[src/sv/ebp_pkg.sv]
package ebp_pkg;

  // Operation codes carried in the func field.
  typedef enum logic [1:0] {
    FUNC_LOAD   = 2'd0,
    FUNC_BLEND  = 2'd1,
    FUNC_FINISH = 2'd2,
    FUNC_PASS   = 2'd3
  } func_t;

  // Configuration register indexes.
  localparam logic [1:0] REG_LOW_THRESHOLD  = 2'd0;
  localparam logic [1:0] REG_HIGH_THRESHOLD = 2'd1;
  localparam logic [1:0] REG_WEIGHT_SLOPE   = 2'd2;
  localparam logic [1:0] REG_OUTPUT_SHIFT   = 2'd3;

  // Reset values of the configuration registers.
  localparam logic [15:0] LOW_THRESHOLD_RESET  = 16'd45875;
  localparam logic [15:0] HIGH_THRESHOLD_RESET = 16'd52429;
  localparam logic [15:0] WEIGHT_SLOPE_RESET   = 16'd40960;
  localparam logic [3:0]  OUTPUT_SHIFT_RESET   = 4'd0;

  // Q0.16 full scale and weight of one.
  localparam logic [15:0] ACC_MAX  = 16'hFFFF;
  localparam logic [16:0] Q16_ONE  = 17'h10000;

  // Live configuration as seen by the datapath.
  typedef struct packed {
    logic [15:0] low_threshold;
    logic [15:0] high_threshold;
    logic [15:0] weight_slope;
    logic [3:0]  output_shift;
  } cfg_t;

endpackage

[src/sv/exposure_blend_pixel.sv]
// Exposure blend for one colour sample of a bracketed exposure stack.
// Input channel (in_valid/in_ready) carries func, sample, acc_value and
// layer_gain; func selects first-layer load, blend, finish scaling or pass.
// Output channel (out_valid/out_ready) returns one transaction per input:
// out_value (Q0.16 accumulator, or Q16.16 after finish) and saturated.
// Configuration channel (cfg_valid/cfg_ready, cfg_index, cfg_data) writes
// the thresholds, the weight slope and the output shift; it is always ready
// and should be used only while the pipeline is empty.
// One transaction is accepted every cycle while the output is not stalled.
// The pipeline has five register stages: normalize, two 16x16 multiplies,
// weight clamp, two 16x17 blend multiplies, and the rounded sum in the
// output register.
// Synchronous reset empties the pipeline and loads the default thresholds,
// slope and shift. When the receiver holds out_ready low with a result
// waiting, the whole pipeline holds and in_ready drops; no transaction is
// lost or repeated.
module exposure_blend_pixel (
  input  logic        clk,
  input  logic        rst,
  input  logic        in_valid,
  output logic        in_ready,
  input  logic [1:0]  func,
  input  logic [7:0]  sample,
  input  logic [15:0] acc_value,
  input  logic [15:0] layer_gain,
  output logic        out_valid,
  input  logic        out_ready,
  output logic [31:0] out_value,
  output logic        saturated,
  input  logic        cfg_valid,
  output logic        cfg_ready,
  input  logic [1:0]  cfg_index,
  input  logic [15:0] cfg_data
);
  import ebp_pkg::*;

  cfg_t cfg;
  logic advance;

  // The pipeline moves unless a finished result is waiting on the receiver.
  assign advance  = ~out_valid | out_ready;
  assign in_ready = advance;

  ebp_cfg_regs u_cfg_regs (
    .clk       (clk),
    .rst       (rst),
    .cfg_valid (cfg_valid),
    .cfg_ready (cfg_ready),
    .cfg_index (cfg_index),
    .cfg_data  (cfg_data),
    .cfg       (cfg)
  );

  ebp_pipe u_pipe (
    .clk        (clk),
    .rst        (rst),
    .advance    (advance),
    .in_valid   (in_valid),
    .func       (func),
    .sample     (sample),
    .acc_value  (acc_value),
    .layer_gain (layer_gain),
    .cfg        (cfg),
    .out_valid  (out_valid),
    .out_value  (out_value),
    .saturated  (saturated)
  );

endmodule

[src/sv/ebp_cfg_regs.sv]
module ebp_cfg_regs (
  input  logic              clk,
  input  logic              rst,
  input  logic              cfg_valid,
  output logic              cfg_ready,
  input  logic [1:0]        cfg_index,
  input  logic [15:0]       cfg_data,
  output ebp_pkg::cfg_t     cfg
);
  import ebp_pkg::*;

  // Writes are always taken.
  assign cfg_ready = 1'b1;

  // Register file with reset values.
  always_ff @(posedge clk) begin
    if (rst) begin
      cfg.low_threshold  <= LOW_THRESHOLD_RESET;
      cfg.high_threshold <= HIGH_THRESHOLD_RESET;
      cfg.weight_slope   <= WEIGHT_SLOPE_RESET;
      cfg.output_shift   <= OUTPUT_SHIFT_RESET;
    end else if (cfg_valid) begin
      case (cfg_index)
        REG_LOW_THRESHOLD:  cfg.low_threshold  <= cfg_data;
        REG_HIGH_THRESHOLD: cfg.high_threshold <= cfg_data;
        REG_WEIGHT_SLOPE:   cfg.weight_slope   <= cfg_data;
        REG_OUTPUT_SHIFT:   cfg.output_shift   <= cfg_data[3:0];
        default: ;
      endcase
    end
  end

endmodule

[src/sv/ebp_pipe.sv]
module ebp_pipe (
  input  logic              clk,
  input  logic              rst,
  input  logic              advance,
  input  logic              in_valid,
  input  logic [1:0]        func,
  input  logic [7:0]        sample,
  input  logic [15:0]       acc_value,
  input  logic [15:0]       layer_gain,
  input  ebp_pkg::cfg_t     cfg,
  output logic              out_valid,
  output logic [31:0]       out_value,
  output logic              saturated
);
  import ebp_pkg::*;

  // Stage valid bits; stage 5 is the output register.
  logic [4:0] valid;

  // Stage 1: normalized sample and finish value.
  func_t       s1_func;
  logic [15:0] s1_acc;
  logic [15:0] s1_gain;
  logic [15:0] s1_norm;
  logic [31:0] s1_fin;
  logic        s1_fsat;
  // Stage 2: raw products.
  func_t       s2_func;
  logic [15:0] s2_acc;
  logic [15:0] s2_norm;
  logic [31:0] s2_fin;
  logic        s2_fsat;
  logic [31:0] s2_wprod;
  logic [31:0] s2_lprod;
  logic        s2_ge_high;
  logic        s2_lt_low;
  // Stage 3: weight and scaled layer.
  func_t       s3_func;
  logic [15:0] s3_acc;
  logic [15:0] s3_norm;
  logic [31:0] s3_fin;
  logic        s3_fsat;
  logic [16:0] s3_weight;
  logic [15:0] s3_layer;
  // Stage 4: blend products.
  func_t       s4_func;
  logic [15:0] s4_acc;
  logic [15:0] s4_norm;
  logic [31:0] s4_fin;
  logic        s4_fsat;
  logic [32:0] s4_pacc;
  logic [32:0] s4_player;

  // Combinational helpers.
  logic [16:0] norm_full;
  logic [15:0] norm;
  logic [46:0] shifted;
  logic [15:0] diff;
  logic [32:0] wround;
  logic [20:0] wscaled;
  logic [16:0] weight;
  logic [32:0] lround;
  logic [16:0] inv_weight;
  logic [33:0] bsum;
  logic [17:0] bscaled;
  logic [15:0] blend;

  // sample*65536/255 rounded equals 257*sample plus one for the upper half.
  assign norm_full = 17'(sample) * 17'd257 + 17'(sample[7]);
  assign norm      = norm_full[16] ? ACC_MAX : norm_full[15:0];
  assign shifted   = 47'(acc_value) << cfg.output_shift;

  // Distance below the high threshold, used only when norm is below it.
  assign diff = cfg.high_threshold - s1_norm;

  // Weight rounding and clamp; the high test takes priority.
  assign wround  = 33'(s2_wprod) + 33'd2048;
  assign wscaled = wround[32:12];
  always_comb begin
    if (s2_ge_high) begin
      weight = 17'd0;
    end else if (s2_lt_low) begin
      weight = Q16_ONE;
    end else if (wscaled > 21'(Q16_ONE)) begin
      weight = Q16_ONE;
    end else begin
      weight = wscaled[16:0];
    end
  end
  assign lround = 33'(s2_lprod) + 33'd32768;

  assign inv_weight = Q16_ONE - s3_weight;

  // Final blend rounding and clamp.
  assign bsum    = 34'(s4_pacc) + 34'(s4_player) + 34'd32768;
  assign bscaled = bsum[33:16];
  assign blend   = (bscaled > 18'(ACC_MAX)) ? ACC_MAX : bscaled[15:0];

  // Valid bits move with the data whenever the pipeline advances.
  always_ff @(posedge clk) begin
    if (rst) begin
      valid <= '0;
    end else if (advance) begin
      valid <= {valid[3:0], in_valid};
    end
  end
  assign out_valid = valid[4];

  // Payload registers.
  always_ff @(posedge clk) begin
    if (advance) begin
      s1_func    <= func_t'(func);
      s1_acc     <= acc_value;
      s1_gain    <= layer_gain;
      s1_norm    <= norm;
      s1_fin     <= shifted[31:0];
      s1_fsat    <= |shifted[46:32];

      s2_func    <= s1_func;
      s2_acc     <= s1_acc;
      s2_norm    <= s1_norm;
      s2_fin     <= s1_fin;
      s2_fsat    <= s1_fsat;
      s2_wprod   <= 32'(diff) * 32'(cfg.weight_slope);
      s2_lprod   <= 32'(s1_norm) * 32'(s1_gain);
      s2_ge_high <= s1_norm >= cfg.high_threshold;
      s2_lt_low  <= s1_norm < cfg.low_threshold;

      s3_func    <= s2_func;
      s3_acc     <= s2_acc;
      s3_norm    <= s2_norm;
      s3_fin     <= s2_fin;
      s3_fsat    <= s2_fsat;
      s3_weight  <= weight;
      s3_layer   <= lround[31:16];

      s4_func    <= s3_func;
      s4_acc     <= s3_acc;
      s4_norm    <= s3_norm;
      s4_fin     <= s3_fin;
      s4_fsat    <= s3_fsat;
      s4_pacc    <= 33'(s3_acc) * 33'(inv_weight);
      s4_player  <= 33'(s3_layer) * 33'(s3_weight);

      case (s4_func)
        FUNC_LOAD: begin
          out_value <= 32'(s4_norm);
          saturated <= 1'b0;
        end
        FUNC_BLEND: begin
          out_value <= 32'(blend);
          saturated <= 1'b0;
        end
        FUNC_FINISH: begin
          out_value <= s4_fsat ? 32'hFFFF_FFFF : s4_fin;
          saturated <= s4_fsat;
        end
        default: begin
          out_value <= 32'(s4_acc);
          saturated <= 1'b0;
        end
      endcase
    end
  end

endmodule
[config.mk]
export PLATFORM = sky130hd
export DESIGN_NAME = exposure_blend_pixel
export DESIGN_NICKNAME = d
export VERILOG_FILES = /design/src/sv/ebp_pkg.sv /design/src/sv/exposure_blend_pixel.sv /design/src/sv/ebp_cfg_regs.sv /design/src/sv/ebp_pipe.sv
export SDC_FILE = /design/constraint.sdc
export NUM_CORES = 2
export LEC_CHECK = 0
export ABC_AREA = 1
export BUFFER_PORTS_ARGS = -buffer_cell sky130_fd_sc_hd__clkbuf_2
export CAP_MARGIN = 20
export CORE_ASPECT_RATIO = 1.2
export CORE_MARGIN = 10
export CORE_UTILIZATION = 71
export CTS_CLUSTER_DIAMETER = 50
export DETAILED_ROUTE_END_ITERATION = 10
export PLACE_DENSITY = 0.89
export SETUP_SLACK_MARGIN = 0.2
export SYNTH_ARGS = -nofsm -noshare
export SYNTH_HDL_FRONTEND = slang
export SYNTH_SLANG_ARGS = --single-unit
export TNS_END_PERCENT = 5
[constraint.sdc]
create_clock -name clk -period 35.8 [get_ports clk]
set_clock_uncertainty 0.15 [all_clocks]
set_input_delay 7.16 -clock clk [delete_from_list [all_inputs] [get_ports clk]]
set_output_delay 7.16 -clock clk [all_outputs]
set_load 0.01 [all_outputs]
Word level (Yosys, flattened, before mapping)
Index checks and enable logic that the tools add are counted.
{ "classes": {"eq_ne": 5, "shifts": 1, "n_lt_le_gt_ge": 4, "n_addsub": 7, "reduce_logical": 8, "bitwise_logic": 2, "n_mul": 5, "mux": 5} }
{ "op_table": {"columns": ["operator", "count"], "rows": [
  ["$pmux W32 S3", 1],
  ["$mul A16 B17 Y33", 2],
  ["$mul A16 B16 Y32", 2],
  ["$shl A16 B4 Y47", 1],
  ["$add A33 B33 Y34", 1],
  ["$add A34 B16 Y34 const B", 1],
  ["$mux W17", 2],
  ["$add A32 B12 Y33 const B", 1],
  ["$add A32 B16 Y32 const B", 1],
  ["$mux W32", 1],
  ["$gt A21 B17 Y1 const B", 1],
  ["$gt A18 B16 Y1 const B", 1],
  ["$add A17 B1 Y17", 1],
  ["$mul A8 B9 Y17 const B", 1],
  ["$sub A17 B17 Y17 const A", 1],
  ["$ge A16 B16 Y1", 1],
  ["$lt A16 B16 Y1", 1],
  ["$mux W16", 1],
  ["$sub A16 B16 Y16", 1],
  ["$reduce_or A15 Y1", 1],
  ["$reduce_and A2 Y1", 4],
  ["$eq A2 B2 Y1 const B", 3],
  ["$eq A2 B1 Y1 const B", 2],
  ["$logic_not A2 Y1", 2],
  ["3 further kinds", 3]
]} }
{ "totals": {"ff_bits": 539, "input_bits": 65, "out_inout_bits": 36} }

Logic depth before layout (Yosys ltp)
{ "logic_depth": {"ltp_word": 5, "ltp_mapped": 37, "ltp_nobuf": 35} }

Hierarchy
Synthesis repeated with hierarchy kept, for this count alone.
{ "unflattened": {"cells_unflattened": 6497, "area_unflattened_um2": 57076.0} }
{ "modules_own_cells": {"columns": ["module", "cells_per_inst", "seq_area_each_um2", "instances", "area_per_inst_um2"], "rows": [
  ["ebp_pipe", 6195, 13492.9, 1, 55011.5],
  ["ebp_cfg_regs", 300, 1041.0, 1, 2057.0],
  ["exposure_blend_pixel", 2, 0.0, 1, 7.5]
]} }

Worst setup path after synthesis
No wires, ideal clock.
{ "synth_timing": {"path_kind": "input port to output port", "start": "input out_ready", "end": "output in_ready", "cell_stages": 2, "path_slack_ps": 12523, "t_arrival_ps": 15967, "n_path_buf": 0, "cell_sequence": "nor2_1 inv_1"} }
{ "synth_via": {"elab_chain_cells": 1} }
{ "synth_lines": {"columns": ["element", "line", "text"], "rows": [
  ["start: declaration", "exposure_blend_pixel.sv:27", "input logic out_ready,"],
  ["$or A1 B1 Y1", "exposure_blend_pixel.sv:41", "assign advance = ~out_valid | out_ready;"],
  ["end: declaration", "exposure_blend_pixel.sv:21", "output logic in_ready,"]
]} }
No other way between the ends.

Worst setup path after layout
Ends and elaborated chain as after synthesis.

==> qor.yml <==
finish.utilization_pct: 75.7
cp_slowest_cell: "nor2_1"
num_vias: 44410
min_path_type: "reg2reg"
crit_required_ns: 28.49
hold_viol_final: 0
synthTopCellsByCount: "1480 x inv_1, 1465 x nand2_1, 803 x fa_1"
report.final.slew_viol_count: 0
cts_setup_buffers: 0
max-cap-violations: 0
drt-pass1-iter-count: 7
cts_tree: "built"
clkLatencyLatePin_ns: 0.64
drc: 0
cts-root-buf: "clkbuf_16"
outcome: "finished clean"
core_area_mm2: 0.0793
async_reset_ff_share_pct: 0
hpwl_mm: 116
grt_pass1_vias: 47691
finish.net_count: 7838
crit_fanout: 110
setup-tns-final_ns: 0
place.gp.congestion: 1.01
grt_pass1_wl_mm: 241
crit_path_end_kind: "primary output"
syn2layout_area_growth_pct: 5.47
drive_above_1_share_pct: 4.52
cpLargestDelayFamily: "buffers and inverters"
overflow: 0
grt_max_degree: 185
timing.critical_path.buf_inv: 3
max_slew_margin_pct: 20.0
postCtsHoldBufs: 0
die_w_um: 278
yosysWarningCount: 0
crit_path_max_incr_delay_ns: 0.46
worstMarginPinSlew_ns: 1.20
cts_max_level: 2
setup_viol: 0
synth_edf_count: 446
start_util_pct: 71.8
portBuffers: 97
min_period_ns: 15.69
yosysMostFrequentCell: "inv_1"
crit_top_cell: "clkbuf_2"
drt_iter0_markers: 3957
cp_cell_sequence: "clkbuf_2, nor2_1, inv_8, clkbuf_2"
clk_pin_slew_worst_paths_ns: 0.06
grt_use_total_pct: 33.3
yosysTopAreaCellShare_pct: 28.2
synth_cell_types: 60
synth_area_leaders: "fa_1 28%, edfxtp_1 24%, ha_1 11%"
die-area_mm2: 0.0920
rsz0062_at_grt: "false"
synth_area_leader_cell: "fa_1"
ys_seq_elements: 503
arrival_ns: 8.38
synth_seq_area_share_pct: 25.5
finalCritPeriodShare_pct: 43.8
max_freq_ghz: 0.0637
avgRoutedWirePerCell_um: 20.1
io_pins: 101
startpoint_type: "primary input"
syn_area_mm2: 0.0569
via_per_inst: 5.89
rows: 113
syn_avg_cell_area_um2: 8.79
ant_nets: 0
cts.sinks: 503
crit_type: "in2out"
antenna_found_initial: 5
netlist_instances: 6477
synth_ff_type: "edfxtp_1"
ctsResizeCount: 0
cts_buffers: 56
dieHeight_um: 330
cts_buffer_depth: 3
wl_mm: 151
## per-stage QoR
stage / setup slack, ns / std cells / hold slack, ns / area [um^2]
after global routing: 19.98 / 7540 / 0.273 / 60000
after CTS: 20.09 / 7535 / 0.268 / 60000
after floorplan: 12.52 / 6478 / 0.250 / 56900
after global placement: 20.15 / 7432 / 0.250 / 58200
after detailed placement: 20.09 / 7432 / 0.255 / 58200
final: 20.11 / 7541 / 0.269 / 60000
## layout by cell type (no fill, tap or decap), types with 12 or more instances in the layout
master     instances
nor3_1            40
or2_2             19
o21bai_1          13
nand2_1         1465
nand4_1           34
clkbuf_16         57
nor2_2            12
o21a_1            27
ha_1             513
xor2_1            93
clkinv_1          21
o211ai_1          14
xnor2_1           44
a31oi_1           19
nand3_1          166
o21ai_0          179
buf_4             45
inv_1           1479
nor2_1           464
clkbuf_2          97
a21oi_1          248
a21o_1            15
dfxtp_1           57
fa_1             803
edfxtp_1         446
## registers in the layout (all words and copies together), names as in the netlist, 21 cells and up
register	count
u_pipe.s4_player	33
u_pipe.s2_fin	31
u_pipe.out_value	31
u_pipe.s4_pacc	33
u_pipe.s3_fin	31
u_pipe.s2_wprod	21
u_cfg_regs.cfg	52
u_pipe.s1_fin	31
u_pipe.s4_fin	31
## routing by layer
metal,global-route usage [%],share of wire (%)
met1,36.8,34
met2,58.0,50
met3,6.02,9.1
met4,23.0,7.7
met5,0,0.019
## final timing paths
check / from / to / cells past startpoint / slack, ns
setup / recovery: out_ready / in_ready / 4 / 20.11
setup reg to reg: u_pipe.s1_norm[4]$_SDFFCE_PP1P_ / u_pipe.s2_wprod[30]$_DFFE_PP_ / 30 / 26.86
hold reg to reg: u_pipe.s2_fin[13]$_DFFE_PP_ / u_pipe.s3_fin[13]$_DFFE_PP_ / 0 / 0.27
hold / removal: u_pipe.s2_fin[13]$_DFFE_PP_ / u_pipe.s3_fin[13]$_DFFE_PP_ / 0 / 0.27
## cell type report
type	count	area (um^2)
fill	5306	19300
antenna	4	10.0
sequential	503	14500
multi-input combinational	4254	35900
inverter	1498	5630
tap	1035	1290
clock inverter	35	357
clock buffer	68	1470
timing repair buffer	144	871
## logic make-up after synthesis
family / after synthesis / synth area share (%)
xor gates and xnor gates: 140 / 2.19
other: 2 / 0.0132
and+or+nand+nor: 2241 / 15.8
buffers and inverters: 1721 / 11.5
AOI/OAI and AO/OA: 551 / 5.40
adders and majority gates: 1316 / 39.5
muxes: 3 / 0.0528
DFF: 503 / 25.5
Power is not shown: default switching activity piles up to over one toggle a cycle in this logic, so the estimate is an artifact.
